<file path="src/rtl/sfr_pkg.sv">
// ----------------------------------------------------------------------------
// sfr_pkg: shared types and constants of the shape fill rasterizer
// Register codes, shape modes, channel words, controller/datapath structs.
// ----------------------------------------------------------------------------
package sfr_pkg;

  // internal signed geometry width, holds px << FRAC_BITS doubled plus anchor terms
  localparam int GW        = 26;
  localparam int CFG_IDX_W = 4;
  localparam int MUL_AW    = 64;
  localparam int MUL_BW    = 32;
  localparam int MUL_CW    = $clog2(MUL_BW);

  localparam logic [CFG_IDX_W-1:0] REG_SHAPE_MODE = 4'd0;
  localparam logic [CFG_IDX_W-1:0] REG_ANCHOR_X   = 4'd1;
  localparam logic [CFG_IDX_W-1:0] REG_ANCHOR_Y   = 4'd2;
  localparam logic [CFG_IDX_W-1:0] REG_SPAN_X     = 4'd3;
  localparam logic [CFG_IDX_W-1:0] REG_SPAN_Y     = 4'd4;
  localparam logic [CFG_IDX_W-1:0] REG_CORNER_X   = 4'd5;
  localparam logic [CFG_IDX_W-1:0] REG_CORNER_Y   = 4'd6;
  localparam logic [CFG_IDX_W-1:0] REG_FILL_COLOR = 4'd7;

  localparam logic [2:0] MODE_FILL_RECT    = 3'd0;
  localparam logic [2:0] MODE_OUTLINE_RECT = 3'd1;
  localparam logic [2:0] MODE_ROUND_RECT   = 3'd2;
  localparam logic [2:0] MODE_FILL_ELLIPSE = 3'd3;
  localparam logic [2:0] MODE_ELLIPSE_RING = 3'd4;

  typedef struct packed {
    logic [2:0]  shape_mode;
    logic [15:0] anchor_x;
    logic [15:0] anchor_y;
    logic [14:0] span_x;
    logic [14:0] span_y;
    logic [14:0] corner_x;
    logic [14:0] corner_y;
    logic [31:0] fill_color;
  } shape_cfg_t;

  typedef struct packed {
    logic start_req;
  } req_word_t;

  typedef struct packed {
    logic        write_enable;
    logic [10:0] pixel_x;
    logic [10:0] pixel_y;
    logic [31:0] pixel_value;
    logic        busy_res;
    logic        done_res;
  } res_word_t;

  typedef struct packed {
    logic [CFG_IDX_W-1:0] reg_index;
    logic [31:0]          wdata;
  } cfg_word_t;

  typedef enum logic [1:0] {
    RES_ZERO,
    RES_EMPTY,
    RES_PIXEL
  } res_kind_e;

  typedef struct packed {
    logic      latch;
    logic      box;
    logic      init_walk;
    logic      pre_sq;
    logic      pix_sq;
    logic      mul_go;
    logic      mul_pix;
    logic      save_pre;
    logic      res_load;
    res_kind_e res_kind;
    logic      advance;
  } dp_cmd_t;

  typedef struct packed {
    logic quad_mode;
    logic box_empty;
    logic last;
    logic mul_busy;
  } dp_stat_t;

  typedef enum logic [3:0] {
    ST_IDLE,
    ST_BOX,
    ST_CHECK,
    ST_PRE_SQ,
    ST_PRE_GO,
    ST_PRE_WAIT,
    ST_PIX,
    ST_PIX_GO,
    ST_PIX_WAIT,
    ST_RESULT,
    ST_OUT
  } ctrl_state_e;

endpackage

</file>
<file path="src/rtl/sfr_ctrl.sv">
// ----------------------------------------------------------------------------
// sfr_ctrl: sequencer of the shape fill rasterizer
// Takes one tick, steps the datapath through box, products and result.
// ----------------------------------------------------------------------------
module sfr_ctrl (
  input  logic              clk_i,
  input  logic              rst_ni,
  input  logic              req_valid_i,
  output logic              req_ready_o,
  input  logic              start_req_i,
  output logic              res_valid_o,
  input  logic              res_ready_i,
  output sfr_pkg::dp_cmd_t  cmd_o,
  input  sfr_pkg::dp_stat_t stat_i
);

  sfr_pkg::ctrl_state_e state_q, state_d;
  logic walking_q, walking_d;

  always_ff @(posedge clk_i or negedge rst_ni) begin
    if (!rst_ni) begin
      state_q   <= sfr_pkg::ST_IDLE;
      walking_q <= 1'b0;
    end else begin
      state_q   <= state_d;
      walking_q <= walking_d;
    end
  end

  always_comb begin
    state_d        = state_q;
    walking_d      = walking_q;
    cmd_o          = '0;
    cmd_o.res_kind = sfr_pkg::RES_ZERO;
    req_ready_o    = 1'b0;
    res_valid_o    = 1'b0;
    case (state_q)
      sfr_pkg::ST_IDLE: begin
        req_ready_o = 1'b1;
        if (req_valid_i) begin
          if (walking_q) begin
            state_d = sfr_pkg::ST_PIX;
          end else if (start_req_i) begin
            cmd_o.latch = 1'b1;
            state_d     = sfr_pkg::ST_BOX;
          end else begin
            cmd_o.res_load = 1'b1;
            state_d        = sfr_pkg::ST_OUT;
          end
        end
      end
      sfr_pkg::ST_BOX: begin
        cmd_o.box = 1'b1;
        state_d   = sfr_pkg::ST_CHECK;
      end
      sfr_pkg::ST_CHECK: begin
        if (stat_i.box_empty) begin
          cmd_o.res_load = 1'b1;
          cmd_o.res_kind = sfr_pkg::RES_EMPTY;
          state_d        = sfr_pkg::ST_OUT;
        end else begin
          cmd_o.init_walk = 1'b1;
          walking_d       = 1'b1;
          state_d         = stat_i.quad_mode ? sfr_pkg::ST_PRE_SQ : sfr_pkg::ST_PIX;
        end
      end
      sfr_pkg::ST_PRE_SQ: begin
        cmd_o.pre_sq = 1'b1;
        state_d      = sfr_pkg::ST_PRE_GO;
      end
      sfr_pkg::ST_PRE_GO: begin
        cmd_o.mul_go = 1'b1;
        state_d      = sfr_pkg::ST_PRE_WAIT;
      end
      sfr_pkg::ST_PRE_WAIT: begin
        if (!stat_i.mul_busy) begin
          cmd_o.save_pre = 1'b1;
          state_d        = sfr_pkg::ST_PIX;
        end
      end
      sfr_pkg::ST_PIX: begin
        if (stat_i.quad_mode) begin
          cmd_o.pix_sq = 1'b1;
          state_d      = sfr_pkg::ST_PIX_GO;
        end else begin
          state_d = sfr_pkg::ST_RESULT;
        end
      end
      sfr_pkg::ST_PIX_GO: begin
        cmd_o.mul_go  = 1'b1;
        cmd_o.mul_pix = 1'b1;
        state_d       = sfr_pkg::ST_PIX_WAIT;
      end
      sfr_pkg::ST_PIX_WAIT: begin
        cmd_o.mul_pix = 1'b1;
        if (!stat_i.mul_busy) state_d = sfr_pkg::ST_RESULT;
      end
      sfr_pkg::ST_RESULT: begin
        cmd_o.mul_pix  = 1'b1;
        cmd_o.res_load = 1'b1;
        cmd_o.res_kind = sfr_pkg::RES_PIXEL;
        cmd_o.advance  = 1'b1;
        if (stat_i.last) walking_d = 1'b0;
        state_d = sfr_pkg::ST_OUT;
      end
      sfr_pkg::ST_OUT: begin
        res_valid_o = 1'b1;
        if (res_ready_i) state_d = sfr_pkg::ST_IDLE;
      end
      default: state_d = sfr_pkg::ST_IDLE;
    endcase
  end

  a_one_side: assert property (@(posedge clk_i) disable iff (!rst_ni)
    !(req_ready_o && res_valid_o))
    else $error("tick taken while a word is pending");

  a_walk_end: assert property (@(posedge clk_i) disable iff (!rst_ni)
    $fell(walking_q) |-> $past(stat_i.last) && $past(state_q == sfr_pkg::ST_RESULT))
    else $error("walk ended before last pixel");

  a_mul_free: assert property (@(posedge clk_i) disable iff (!rst_ni)
    cmd_o.mul_go |-> !stat_i.mul_busy)
    else $error("multiplier restarted while busy");

  a_tick_moves: assert property (@(posedge clk_i) disable iff (!rst_ni)
    (req_valid_i && req_ready_o) |=> state_q != sfr_pkg::ST_IDLE)
    else $error("accepted tick produced no work");

endmodule

</file>
<file path="config.mk">
export PLATFORM = sky130hd
export DESIGN_NAME = sfr_ctrl
export DESIGN_NICKNAME = d
export VERILOG_FILES = /design/src/rtl/sfr_pkg.sv /design/src/rtl/sfr_ctrl.sv
export SDC_FILE = /design/constraint.sdc
export NUM_CORES = 1
export LEC_CHECK = 0
export BUFFER_PORTS_ARGS = -buffer_cell sky130_fd_sc_hd__buf_2
export CAP_MARGIN = 40
export CELL_PAD_IN_SITES_DETAIL_PLACEMENT = 1
export CELL_PAD_IN_SITES_GLOBAL_PLACEMENT = 2
export CORE_UTILIZATION = 27
export DETAILED_ROUTE_END_ITERATION = 6
export PLACE_DENSITY = 0.87
export SETUP_SLACK_MARGIN = 0.05
export SYNTH_ARGS = -nofsm -noshare
export SYNTH_HDL_FRONTEND = slang
export SYNTH_SLANG_ARGS = --single-unit
</file>
<file path="constraint.sdc">
create_clock -name clk_i -period 2.17 [get_ports clk_i]
set_input_delay 0.217 -clock clk_i [delete_from_list [all_inputs] [get_ports clk_i]]
set_output_delay 0.217 -clock clk_i [all_outputs]
set_load 0.02 [all_outputs]
</file>
After elaboration in Yosys (flattened, before gate mapping)
Index checks and enable logic that the tools add are counted.
{"block": "classes", "eq_ne": 16, "mux": 36, "reduce_logical": 6}
{"cell": "$pmux 4 s11", "count": 1}
{"cell": "$mux 4", "count": 8}
{"cell": "$mux 1", "count": 22}
{"cell": "$eq 4x3->1 const B", "count": 4}
{"cell": "$eq 4x4->1 const B", "count": 3}
{"cell": "$ne 2x2->1 const B", "count": 6}
{"cell": "$eq 4x2->1 const B", "count": 2}
{"cell": "$mux 3", "count": 2}
{"cell": "$eq 4x1->1 const B", "count": 1}
{"cell": "$logic_not 4->1", "count": 1}
{"cell": "$pmux 2 s2", "count": 1}
{"cell": "$reduce_and 4->1", "count": 1}
{"cell": "$pmux 1 s3", "count": 1}
{"cell": "$reduce_and 3->1", "count": 1}
{"cell": "$reduce_or 3->1", "count": 1}
{"cell": "$pmux 1 s2", "count": 1}
{"cell": "$reduce_bool 2->1", "count": 1}
{"cell": "$reduce_or 2->1", "count": 1}
{"block": "totals", "ff_bits": 5, "in_bits": 9, "word_cells": 60, "output_inout_bits": 14}

Depth between registers and ports, before layout
Gate-level depths: netlist (run 1).
{"block": "depth", "depth_word": 4, "mapped_depth": 6}

Worst setup path before layout (run 1)
No wires, ideal clock.
{"block": "synth_path", "kind": "reg2out", "startpoint": "reg state_q[3]", "endpoint": "out cmd_o[3] (netlist name)", "path_buffers": 0, "required_time_ns": 1.953, "path_stages_with_launch": 4, "arrival_time_ns": 1.553, "setup_slack_ns": 0.400, "cell_sequence": "dfrtp_1 nor4_2 nor3b_2 a211o_1"}
{"element": "start, declared", "line_no": "sfr_ctrl.sv:17", "rtl": "sfr_pkg::ctrl_state_e state_q, state_d;"}
{"element": "start signal, assigned", "line_no": "sfr_ctrl.sv:22", "rtl": "state_q <= sfr_pkg::ST_IDLE;"}
{"element": "start signal, assigned", "line_no": "sfr_ctrl.sv:25", "rtl": "state_q <= state_d;"}
{"element": "end, declared", "line_no": "sfr_ctrl.sv:13", "rtl": "output sfr_pkg::dp_cmd_t cmd_o,"}

==> impl_summary.log, run 1 <==
[metrics] worst hold path startpoint: stat_i[1]
[metrics] maximum clock frequency: roughly 500 MHz
[metrics] Crit-path slowest cell: sky130_fd_sc_hd__dfrtp_1
[metrics] power share of the clock group: a little under an eighth
[metrics] wire length of the first global-routing pass: roughly 2500 um
[metrics] Yosys top cell area share: about 22%
[metrics] Critical Path, Cell by Cell: buf_4 -> nand2b_1 -> nor2_1 -> a211o_1 -> buf_2
[metrics] GRT Util Overall: between 15 and 20%
[metrics] post-synthesis sequential area ratio: 22.12%
[metrics] area of the multi-input gates: about 400 um2
[metrics] setup fix buffers added after clock tree synthesis: 0
[metrics] Worst Tran Pin Value: a little over 500 ps
[metrics] cell total after placement: between 100 and 150
[metrics] Die Span X: 47.77 um
[metrics] Syn. warnings: 0
[metrics] count of standard-cell rows: 16
[metrics] Inserted Clock Buffers: 3
[metrics] number of enable flip-flop cells after synthesis: 0
[metrics] depth of the worst register-to-register path: 4
[metrics] Final Critical Period: about 2000 ps
[metrics] required time worst endpoint: 1950 ps
[metrics] Die Height: 47.77 um
[metrics] layout net count: 104
[metrics] Cell Pwr Density: between 1000 and 1500 nW/um2
[metrics] Starting DRT DRC Count: 6
[metrics] biggest fanout along the worst timing path: 11
[metrics] final setup fails: 0
[metrics] overall routed net length: 1737 um
[metrics] CTS clk-pin slew, worst paths: roughly 50 ps
[metrics] combinational group share of total power: 62.7%
[metrics] TritonCTS clock tree: done
[metrics] terminus of the critical flop-to-flop path: state_q[2]
[metrics] Gate Count Post-Synth: 70
[metrics] largest area contributor in the synthesized netlist: sky130_fd_sc_hd__dfrtp_1
[metrics] combined flip-flop and latch cell area: 125.1 um2
[metrics] power share of the sequential group: 25.9%
[metrics] largest buffer count on any clock path: 2
[metrics] Hold Fails Final Rpt: 0
[metrics] die area: ~2300 um2
[metrics] HPWL Detailed: between 1000 and 1500 um
[metrics] cell types occupying the most area after synthesis: sky130_fd_sc_hd__dfrtp_1 22%, sky130_fd_sc_hd__nand2b_1 5.5%, sky130_fd_sc_hd__nor3_1 5.3%
[metrics] clock net sink count: 5
[metrics] io pins: 23
[metrics] overall via count from detail_route: a little over 600
[metrics] worst skew pair latency: 240 ps
[metrics] number of cells traversed by the worst hold path: 2
[metrics] final non-filler cell total: between 100 and 150
[metrics] classification of the worst setup path: reg2out
[metrics] Hold Crit Class: in2reg
[metrics] Layout Skew: roughly 2.4 ps
[metrics] synthesis-stage register bit count: 5
[metrics] detailed-routing iteration count for the pre-antenna-repair pass: 4
[metrics] count of cell types in the netlist: 33
[metrics] CP startpoint kind: register
[metrics] hold-critical path endpoint: walking_q
[metrics] Post-Synthesis Net Count: just under 80
[metrics] setup repair after global routing missed its margin: no
[metrics] max_cap viols: 0
[metrics] Routed Antenna Nets: 0
[metrics] via count of the first global-routing pass: 546
[metrics] Internal Pwr Total: around 470 uW
[metrics] number of levels the H-tree was split into: 1
[metrics] filler cell count in the final layout: 263
[metrics] Worst IR Drop VDD: 0.3293 mV
[metrics] Async SR Flop Fraction: between 90% and 100%
[metrics] Starting Density: just under 30%
[metrics] Avg WL per Cell: approximately 14 um
[metrics] Avg Vias per Cell: just over 5
[metrics] post-synthesis area per instance: around 8 um2
[metrics] number of port buffers: 22
[metrics] Cell Area, Synth: 565.5 um2
[metrics] switching power share of the total: between 50% and 60%
[metrics] maximum cell stage delay along the critical path: between 500 and 600 ps
[metrics] outcome: completed
[metrics] # DRC: 0
[metrics] total gr overflow: 0
[metrics] flop2flop setup slack: 560 ps
[metrics] worst endpoint data arrival time: between 1500 and 2000 ps
[metrics] global placer's final weighted congestion: about 0.81
[metrics] placeable core region: between 1500 and 2000 um2
[metrics] element type at the critical path end: output port
[metrics] antenna violations before repair: 0
[metrics] worst hold slack across all endpoints: 141.9 ps
[metrics] pin count of the biggest net entering global routing: 16
[metrics] dominant synthesized flop cell: sky130_fd_sc_hd__dfrtp_1
[metrics] fraction of layout cells with a size suffix above 1: a little under two fifths
[metrics] switching power: 511.8 uW
[metrics] Slew headroom: roughly 66%
[metrics] max-slew violation total from the final report: 0
[metrics] reg2reg start: state_q[3]
[metrics] fin crit share: 91.53%
[metrics] reported leakage power: 0.3295 nW
[metrics] Setup TNS: 0 ps
[metrics] signed area change from the synthesized netlist to the final layout: 28.54%
[metrics] number of inserted diodes: 0
[metrics] cell chosen for the clock root: sky130_fd_sc_hd__clkbuf_4
## worst max path at each step
| stage | from | endpoint | slack, ps | depth (start not counted) |
|---|---|---|---|---|
| after detailed placement | state_q[3] | cmd_o[3] | 460 | 4 |
| after global routing | state_q[1] | cmd_o[3] | 60 | 5 |
| after global placement | state_q[3] | cmd_o[3] | 450 | 4 |
| after floorplan | state_q[3] | cmd_o[3] | 400 | 3 |
| final | state_q[1] | cmd_o[3] | 180 | 5 |
| after CTS | state_q[3] | cmd_o[3] | 180 | 4 |
## through the flow
| stage | total power [mW] | worst slack (ps) | instance area, um2 | utilization (%) |
|---|---|---|---|---|
| after CTS | 0.9652 | 177.4 | 718.2 | 36.61 |
| after global placement | 0.8334 | 449.4 | 681.9 | 34.76 |
| after global routing | 1.058 | 59.55 | 726.9 | 37.05 |
| final | 0.9768 | 183.8 | 726.9 | 37.05 |
| after detailed placement | 0.8401 | 457.8 | 681.9 | 34.76 |
| after floorplan | 0.7162 | 399.9 | 565.5 | - |
## registers in the layout (all words and copies together), names as in the netlist
register,cells
state_q,4
walking_q,1
## cells in the final DEF, fill, tap and decap left out
cell type	count
sky130_fd_sc_hd__o2bb2ai_1	1
sky130_fd_sc_hd__clkbuf_1	1
sky130_fd_sc_hd__nand2_1	3
sky130_fd_sc_hd__a211o_1	1
sky130_fd_sc_hd__dfrtp_1	5
sky130_fd_sc_hd__and4b_1	1
sky130_fd_sc_hd__nor3b_1	1
sky130_fd_sc_hd__and3_4	1
sky130_fd_sc_hd__dlygate4sd3_1	1
sky130_fd_sc_hd__buf_2	22
sky130_fd_sc_hd__inv_1	2
sky130_fd_sc_hd__o311ai_2	1
sky130_fd_sc_hd__o21ai_1	4
sky130_fd_sc_hd__a2111oi_2	1
sky130_fd_sc_hd__o22ai_1	1
sky130_fd_sc_hd__nand3_1	2
sky130_fd_sc_hd__o31ai_1	1
sky130_fd_sc_hd__nor3_1	6
sky130_fd_sc_hd__nor4_2	1
sky130_fd_sc_hd__buf_4	2
sky130_fd_sc_hd__and2b_1	1
sky130_fd_sc_hd__nor3b_2	1
sky130_fd_sc_hd__nor2b_1	4
sky130_fd_sc_hd__a2111oi_0	1
sky130_fd_sc_hd__clkbuf_4	3
sky130_fd_sc_hd__or4b_1	1
sky130_fd_sc_hd__a21oi_1	4
sky130_fd_sc_hd__o21ai_0	1
sky130_fd_sc_hd__and2_4	1
sky130_fd_sc_hd__nor4b_2	1
sky130_fd_sc_hd__nor4b_1	1
sky130_fd_sc_hd__or2b_1	1
sky130_fd_sc_hd__nor4_4	1
sky130_fd_sc_hd__nor2_1	8
sky130_fd_sc_hd__nand2b_1	5
sky130_fd_sc_hd__a31oi_1	2
## cell families (layout without fill, tap and decap cells)
| kind of cell | after synthesis | after routing | synth area share, % |
|---|---|---|---|
| simple gates | 40 | 40 | 46.24 |
| compound gates | 18 | 18 | 22.79 |
| buf+inv | 7 | 31 | 8.848 |
| flops | 5 | 5 | 22.12 |
## worst max-delay path: cells and delay by family, from the launching register on
family                 cells  cell delay [ps]
buffers and inverters      2              390
AOI/OAI and AO/OA          1              230
and+or+nand+nor            2              360
DFF                        1              540
## synthesized netlist by cell type, drive strengths merged (2+ instances only)
cell and count:
a31oi 2, a21oi 4, o21ai 5, nor3 6, nor2b 4, nand3 2, nand2b 5, nor4 2
buf 5, inv 2, nor3b 2, dfrtp 5, nor4b 2, a2111oi 2, nand2 3, nor2 8
## power groups by stage
stage	clock [mW]	sequential [mW]	combinational [mW]
after global placement	0	0.240	0.594
after floorplan	0	0.172	0.545
after global routing	0.122	0.261	0.675
after detailed placement	0	0.243	0.597
after CTS	0.117	0.242	0.607
final	0.112	0.253	0.612
## final cells by class
cell class | count | share of cell area [%]
Sequential cell | 5 | 17.21
Clock buffer | 4 | 3.614
Inverter | 2 | 1.033
Tap cell | 27 | 4.647
Multi-Input combinational cell | 58 | 54.91
Timing Repair Buffer | 25 | 18.59
## routing by layer
layer,part of all wire (%),routed length [um],vias to the layer above,global-route usage [%]
li1,-,-,313,-
met3,3.2,56,0,2.264
met4,0,0,0,3.333
met2,50,873,20,27.84
met5,0,0,-,0
met1,46,807,286,20.27
## repair_timing
| item | in CTS | in global routing |
|---|---|---|
| gates resized for setup | 0 | 1 |
| endpoints found under the hold margin | 5 | 0 |
| setup endpoints to repair | 0 | 1 |
| hold buffers | 1 | 0 |
No activity file was read; power rests on OpenSTA's default activity.
==> run 2, diff against run 1 <==
Settings changed: ABC_AREA set to 1, CORE_UTILIZATION 27 to 23.
==> run 2 against run 1 <==
Clock skew about the same; sequential power fell by 15%; flip-flop and latch count is the same; global-route usage fell by 1.6 points; critical path type unchanged; wire length decreased by 8.8%; clock power hardly changed; critical path depth decreased by 1; die area grew 10%.
==> impl_summary.log, run 2 <==
[metrics] Gate Count Post-Synth: 96 (+37%)
[metrics] io pins: 23 (unchanged)
[metrics] CP Capture Point: cmd_o[3]
[metrics] worst skew pair latency: 240 ps (about the same)
[metrics] CP startpoint kind: register
[metrics] max reg flops: 4 (unchanged)
[metrics] count of cell types in the netlist: 17 (-48%)
[metrics] outcome: completed
[metrics] wire length of the first global-routing pass: 2739 um (+9.4%)
[metrics] dominant synthesized flop cell: sky130_fd_sc_hd__dfrtp_1
[metrics] HPWL Detailed: 1349 um (+1.9%)
[metrics] hold_buf cts: 1 (unchanged)
[metrics] area of the multi-input gates: 334.1 um2 (-16%)
[metrics] final non-filler cell total: 150 (+24%)
[metrics] PnR worst setup slack: 415.5 ps (+231.6 ps)
[metrics] signed area change from the synthesized netlist to the final layout: 32.55%
[metrics] cell total after placement: 145 (+25%)
[metrics] Top reg by flops: state_q
[metrics] biggest fanout along the worst timing path: 7 (-4)
[metrics] Slew headroom: 77.96% (+12 points)
[metrics] clock net sink count: 5 (unchanged)
[metrics] Avg Vias per Cell: 4.387 (-14%)
[metrics] most common library cell in the layout ignoring fill and taps: sky130_fd_sc_hd__nand2_1
[metrics] Worst IR Drop VDD: 0.4223 mV (+28%)
[metrics] setup fix buffers added after clock tree synthesis: 0 (unchanged)
[metrics] Die Height: 50.20 um (+5.1%)
[metrics] placeable core region: 2191 um2 (+12%)
[metrics] number of enable flip-flop cells after synthesis: 0 (unchanged)
[metrics] cell types occupying the most area after synthesis: sky130_fd_sc_hd__nand2_1 25%, sky130_fd_sc_hd__dfrtp_1 23%, sky130_fd_sc_hd__inv_1 9.8%
[metrics] number of port buffers: 22 (unchanged)
[metrics] Cell Area, Placed: 671.9 um2 (-1.5%)
[metrics] Layout Skew: 2.513 ps (+0.06475 ps)
[metrics] max-slew violation total from the final report: 0 (unchanged)
[metrics] number of resized instances in the post-cts repair step: 0 (unchanged)
[metrics] final cell area excluding filler cells: 708.2 um2 (-2.6%)
[metrics] fraction of layout cells with a size suffix above 1: 30.33% (-6.9 points)
[metrics] worst setup path start: state_q[0]
[metrics] setup repair after global routing missed its margin: no
[metrics] Starting DRT DRC Count: 8 (+2)
[metrics] Setup TNS: 0 ps (unchanged)
[metrics] final setup fails: 0 (unchanged)
[metrics] post-synthesis area per instance: 5.565 um2 (-31%)
[metrics] number of levels the H-tree was split into: 1 (unchanged)
[metrics] global placer's final weighted congestion: 0.7896 (-2.1%)
[metrics] # DRC: 0 (unchanged)
[metrics] post-synthesis sequential area ratio: 23.42% (+1.3 points)
[metrics] total gr overflow: 0 (unchanged)
[metrics] TritonCTS clock tree: done
[metrics] largest registers: state_q x4, walking_q x1
[metrics] antenna violations before repair: 0 (unchanged)
[metrics] Syn. warnings: 0 (unchanged)
[metrics] overall via count from detail_route: 658 (+6.3%)
[metrics] reg2reg start: state_q[0]
[metrics] detailed-routing iteration count for the pre-antenna-repair pass: 4 (unchanged)
[metrics] Die Span X: 50.20 um (+5.1%)
[metrics] Yosys top cell area share: 25.29% (+3.2 points)
[metrics] setup slack after placement: 649.3 ps (+191.5 ps)
[metrics] Cell Area, Synth: 534.3 um2 (-5.5%)
[metrics] worst endpoint data arrival time: 1540 ps (-230 ps)
[metrics] largest buffer count on any clock path: 2 (unchanged)
[metrics] number of inserted diodes: 0 (unchanged)
[metrics] Post-Synthesis Net Count: 105 (+33%)
[metrics] Hold Crit Class: in2reg
[metrics] Total Power: 975.9 uW (about the same)
[metrics] required time worst endpoint: 1950 ps (about the same)
[metrics] layout net count: 132 (+27%)
[metrics] Worst Tran Pin Value: 330.6 ps (-177.6 ps)
[metrics] die area: 2520 um2 (+10%)
[metrics] commonest cells in the netlist: 36 x sky130_fd_sc_hd__nand2_1, 14 x sky130_fd_sc_hd__inv_1, 12 x sky130_fd_sc_hd__nor2_1
[metrics] CTS clk-pin slew, worst paths: 40 ps (about the same)
[metrics] Starting Density: 24.39% (-4.4 points)
[metrics] depth of the worst register-to-register path: 6 (+2)
[metrics] max_cap viols: 0 (unchanged)
[metrics] terminus of the critical flop-to-flop path: state_q[3]
[metrics] GRT Util Overall: 14.18% (-1.6 points)
[metrics] filler cell count in the final layout: 316 (+20%)
[metrics] maximum clock frequency: 569.9 MHz (+13%)
[metrics] Routed Antenna Nets: 0 (unchanged)
[metrics] count of standard-cell rows: 17 (+1)
[metrics] via count of the first global-routing pass: 646 (+18%)
[metrics] element type at the critical path end: output port
[metrics] Avg WL per Cell: 10.57 um (-26%)
[metrics] count leader, synth: sky130_fd_sc_hd__nand2_1
[metrics] combined flip-flop and latch cell area: 125.1 um2 (unchanged)
[metrics] Hold Fails Final Rpt: 0 (unchanged)
[metrics] synthesis-stage register bit count: 5 (unchanged)
[metrics] Async SR Flop Fraction: 100.0% (unchanged)
[metrics] reported leakage power: 0.4794 nW (+46%)
[metrics] pin count of the biggest net entering global routing: 10 (-6)
[metrics] worst hold slack across all endpoints: 216.3 ps (+74.48 ps)
[metrics] largest area contributor in the synthesized netlist: sky130_fd_sc_hd__nand2_1
[metrics] fin crit share: 80.85% (-11 points)
[metrics] overall routed net length: 1585 um (-8.8%)
[metrics] classification of the worst setup path: reg2out
[metrics] Cell Pwr Density: 1378 nW/um2 (+2.6%)
[metrics] Final Critical Period: 1755 ps (-231.6 ps)
[metrics] final cell utilization of the core: 32.32% (-4.7 points)
[metrics] commonest non-fill, non-tap cells in the layout: 36 x sky130_fd_sc_hd__nand2_1, 22 x sky130_fd_sc_hd__buf_2, 14 x sky130_fd_sc_hd__inv_1
[metrics] flop2flop setup slack: 810 ps (+250 ps)
[metrics] Inserted Clock Buffers: 3 (unchanged)
[metrics] cell chosen for the clock root: sky130_fd_sc_hd__clkbuf_4
-- run 2: changes by cell type after synthesis, moves of 3 or more --
cell / previous run / this run
sky130_fd_sc_hd__nand2_1: 3 / 36
sky130_fd_sc_hd__inv_1: 2 / 14
sky130_fd_sc_hd__nand3_1: 2 / 9
sky130_fd_sc_hd__nor3_1: 6 / 0
sky130_fd_sc_hd__nand2b_1: 5 / 0
sky130_fd_sc_hd__inv_2: 0 / 4
sky130_fd_sc_hd__nor2_1: 8 / 12
sky130_fd_sc_hd__nor2b_1: 4 / 0
sky130_fd_sc_hd__a21oi_1: 4 / 1
sky130_fd_sc_hd__nor2_2: 0 / 3
sky130_fd_sc_hd__o21ai_1: 4 / 1
-- run 2: cells by family (layout without fill, tap and decap cells) --
family,after synthesis,in the layout,share of synthesized area [%]
and+or+nand+nor,68,68,57.61
buffers and inverters,19,45,14.05
DFF,5,5,23.42
AOI/OAI and AO/OA,4,4,4.917
-- run 2: final cells by class --
cell class                 instances  share of cell area [%]
sequential                         5                   17.67
multi-input combinational         72                   47.17
timing repair buffer              23                   16.96
inverter                          18                   9.541
tap                               28                   4.947
clock buffer                       4                   3.710
-- run 2: how the worst min path moves through the flow --
stage / startpoint / endpoint / slack [ps] / depth (start not counted)
floorplan: rst_ni / state_q[0] / -80 / 0
global placement: rst_ni / state_q[3] / 30 / 1
detailed placement: rst_ni / state_q[3] / 40 / 1
CTS: stat_i[2] / walking_q / 210 / 2
global route: stat_i[2] / walking_q / 220 / 2
finish: stat_i[2] / walking_q / 220 / 2
-- run 2: power breakdown --
part	internal (mW)	switching, mW	total (mW)
combinational	0.211	0.442	0.653
sequential	0.137	0.0777	0.214
clock	0.0696	0.0392	0.109
total	0.417	0.559	0.976
-- run 2: layer usage --
| layer | track usage, % | wire length (um) |
|---|---|---|
| met1 | 16.64 | 715 |
| met5 | 0 | 0 |
| met2 | 25.78 | 805 |
| met4 | 4.286 | 9 |
| met3 | 2.424 | 54 |
-- run 2: worst max-delay path, cell delays in order, from the launching register on --
cell and delay (ps):
sky130_fd_sc_hd__dfrtp_1 450, sky130_fd_sc_hd__nor2_2 310, sky130_fd_sc_hd__nand3_1 140, sky130_fd_sc_hd__o211ai_1 190, sky130_fd_sc_hd__buf_2 200
==> run 3, diff against run 2 <==
Settings changed: ABC_AREA 1 to 0, CORE_UTILIZATION 23 to 22, PLACE_DENSITY 0.87 to 0.77.
Clock period 2.17 ns to 1.4 ns, I/O delays scaled along.
==> run 3 against run 2 <==
The flow now finishes with violations (negative setup slack); clock power up 72%; via count grew 31%; die area is 10% higher; combinational power grew to 4.6 times the previous value; clock skew rose by 1.9 ps; critical path depth is 1 higher; flip-flop and latch count unchanged; total power grew to 3.6 times the previous value; non-clock buffer count increased by 51; count of clock-buffer cells in the layout did not move; critical path type unchanged; largest cell class is now buffers.
==> impl_summary.log, run 3 (synthesis results as in run 1) <==
[metrics] biggest fanout along the worst timing path: 6 (-1)
[metrics] overall routed net length: 3456 um (+120%)
[metrics] worst endpoint data arrival time: 1580 ps (+40 ps)
[metrics] largest buffer count on any clock path: 2 (unchanged)
[metrics] # DRC: 0 (unchanged)
[metrics] max-slew violation total from the final report: 0 (unchanged)
[metrics] commonest non-fill, non-tap cells in the layout: 33 x sky130_fd_sc_hd__buf_4, 30 x sky130_fd_sc_hd__buf_6, 8 x sky130_fd_sc_hd__buf_2
[metrics] Crit-path slowest cell: sky130_fd_sc_hd__dfrtp_1
[metrics] most common library cell in the layout ignoring fill and taps: sky130_fd_sc_hd__buf_4
[metrics] number of levels the H-tree was split into: 1 (unchanged)
[metrics] Worst Tran Pin Value: 404.6 ps (+74.01 ps)
[metrics] Hold Fails Final Rpt: 0 (unchanged)
[metrics] violations in the final reports: negative setup slack
[metrics] max_cap viols: 0 (unchanged)
[metrics] worst skew pair latency: 260 ps (+20 ps)
[metrics] io pins: 23 (unchanged)
[metrics] Slew headroom: 72.95% (-5.0 points)
[metrics] global placer's final weighted congestion: 0.8819 (+12%)
[metrics] Cell Pwr Density: 2268 nW/um2 (+65%)
[metrics] Die Span X: 52.70 um (+5.0%)
[metrics] flop2flop setup slack: -270 ps (-1080 ps)
[metrics] Starting Density: 23.04% (-1.3 points)
[metrics] worst hold slack across all endpoints: 82.93 ps (-133.4 ps)
[metrics] final cell utilization of the core: 62.69% (+30 points)
[metrics] TritonCTS clock tree: done
[metrics] outcome: finished, violations left
[metrics] Routed Antenna Nets: 0 (unchanged)
[metrics] total gr overflow: 0 (unchanged)
[metrics] number of port buffers: 22 (unchanged)
[metrics] placeable core region: 2455 um2 (+12%)
[metrics] final non-filler cell total: 173 (+15%)
[metrics] maximum cell stage delay along the critical path: 410 ps (-40 ps)
[metrics] Avg Vias per Cell: 5.000 (+14%)
[metrics] Starting DRT DRC Count: 9 (+1)
[metrics] GRT Util Overall: 24.99% (+11 points)
[metrics] antenna violations before repair: 0 (unchanged)
[metrics] Cell Area, Placed: 887.1 um2 (+32%)
[metrics] Total Power: 3.490 mW (+260%)
[metrics] maximum clock frequency: between 500 and 600 MHz
[metrics] Worst IR Drop VDD: 1.183 mV (+180%)
[metrics] number of inserted diodes: 0 (unchanged)
[metrics] Hold Crit Class: in2reg
[metrics] layout net count: 153 (+16%)
[metrics] cell total after placement: 140 (-3.4%)
[metrics] Avg WL per Cell: 19.98 um (+89%)
[metrics] final setup fails: 19 (+19)
[metrics] classification of the worst setup path: reg2out
[metrics] reported leakage power: 0.6906 nW (+44%)
[metrics] overall via count from detail_route: 865 (+31%)
[metrics] PnR worst setup slack: -318.3 ps (-733.8 ps)
[metrics] detailed-routing iteration count for the pre-antenna-repair pass: 4 (unchanged)
[metrics] required time worst endpoint: 1260 ps (-690 ps)
[metrics] max reg flops: 4 (unchanged)
[metrics] die area: 2777 um2 (+10%)
[metrics] wire length of the first global-routing pass: 4719 um (+72%)
[metrics] signed area change from the synthesized netlist to the final layout: 172.1%
[metrics] via count of the first global-routing pass: 898 (+39%)
[metrics] pin count of the biggest net entering global routing: 8 (-2)
[metrics] CTS clk-pin slew, worst paths: 50 ps (about the same)
[metrics] element type at the critical path end: output port
[metrics] setup repair after global routing missed its margin: yes
[metrics] fraction of layout cells with a size suffix above 1: 81.82% (+51 points)
[metrics] count of standard-cell rows: 18 (+1)
[metrics] largest registers: state_q x4, walking_q x1
[metrics] Top reg by flops: state_q
[metrics] Die Height: 52.70 um (+5.0%)
[metrics] Final Critical Period: 1718 ps
[metrics] final cell area excluding filler cells: 1539 um2 (+120%)
[metrics] Inserted Clock Buffers: 3 (unchanged)
[metrics] Critical Path, Cell by Cell: buf_12 -> nor4_4 -> nor3b_4 -> a211o_1 -> buf_6
[metrics] Layout Skew: 4.369 ps (+1.856 ps)
[metrics] fin crit share: 122.7%
[metrics] HPWL Detailed: 1864 um (+38%)
[metrics] cell chosen for the clock root: sky130_fd_sc_hd__clkbuf_4
[metrics] clock net sink count: 5 (unchanged)
[metrics] CP startpoint kind: register
[run 3: cell count changes in the layout (fill, tap and decap cells not counted), moves of 4 or more]
cell                      change
sky130_fd_sc_hd__nand2_1     -34
sky130_fd_sc_hd__buf_4       +33
sky130_fd_sc_hd__buf_6       +30
sky130_fd_sc_hd__buf_2       -14
sky130_fd_sc_hd__inv_1       -12
sky130_fd_sc_hd__nor2_1       -8
sky130_fd_sc_hd__nand3_1      -7
sky130_fd_sc_hd__inv_2        -4
[run 3: per-stage QoR]
stage / TNS (ps) / worst slack, ps
finish: -3687 / -318.3
global route: -4220 / -384.1
CTS: -2342 / -283.8
detailed placement: -849.5 / -223.5
global placement: -491.0 / -212.4
floorplan: -309.2 / -135.4
[run 3: cell type report]
type	count	area (um2)
repair buffers	74	675.6
flip-flops and latches	5	127.6
multi-input cells	58	664.4
fillers	278	915.9
well taps	30	37.54
inverters	2	7.507
clock buffers	4	26.28
[run 3: path summary, 6_finish.rpt]
path                            startpoint          to  depth (start not counted)
worst max register to register  state_q[0]  state_q[3]                          6
worst min register to register   walking_q   walking_q                          2
max in group asynchronous           rst_ni  state_q[2]                          2
min in group asynchronous           rst_ni  state_q[0]                          2
worst min-delay path             stat_i[1]   walking_q                          2
worst max-delay path            state_q[0]    cmd_o[3]                          5
[run 3: routing by layer]
layer / vias up / GRT usage [%] / share of wire, %
met2: 13 / 44.30 / 52
met3: 9 / 3.478 / 2.0
li1: 408 / - / -
met1: 435 / 30.31 / 44
met5: - / 0 / 0
met4: 0 / 8.333 / 2.3
[run 3: what timing repair did]
action                                  CTS  global route
hold buffers                              1             0
gates resized for setup                  82            12
pin swaps                                20            12
hold endpoints to repair                  5             0
buffers inserted                         21             8
endpoints found under the setup margin   18            19
[run 3: critical path, delay by kind of cell (launching register included)]
family / cells / cell delay, ps
AO/OA/AOI/OAI: 1 / 160
buffers and inverters: 2 / 260
flip-flops: 1 / 410
AND/OR/NAND/NOR: 2 / 490
[run 3: power by group]
part           leakage (nW)  switching [mW]  internal (mW)  total, mW
logic                 0.618            1.35           1.63       2.98
clock network        0.0150          0.0781          0.109      0.187
registers            0.0579           0.108          0.212      0.320
total                 0.691            1.54           1.95       3.49
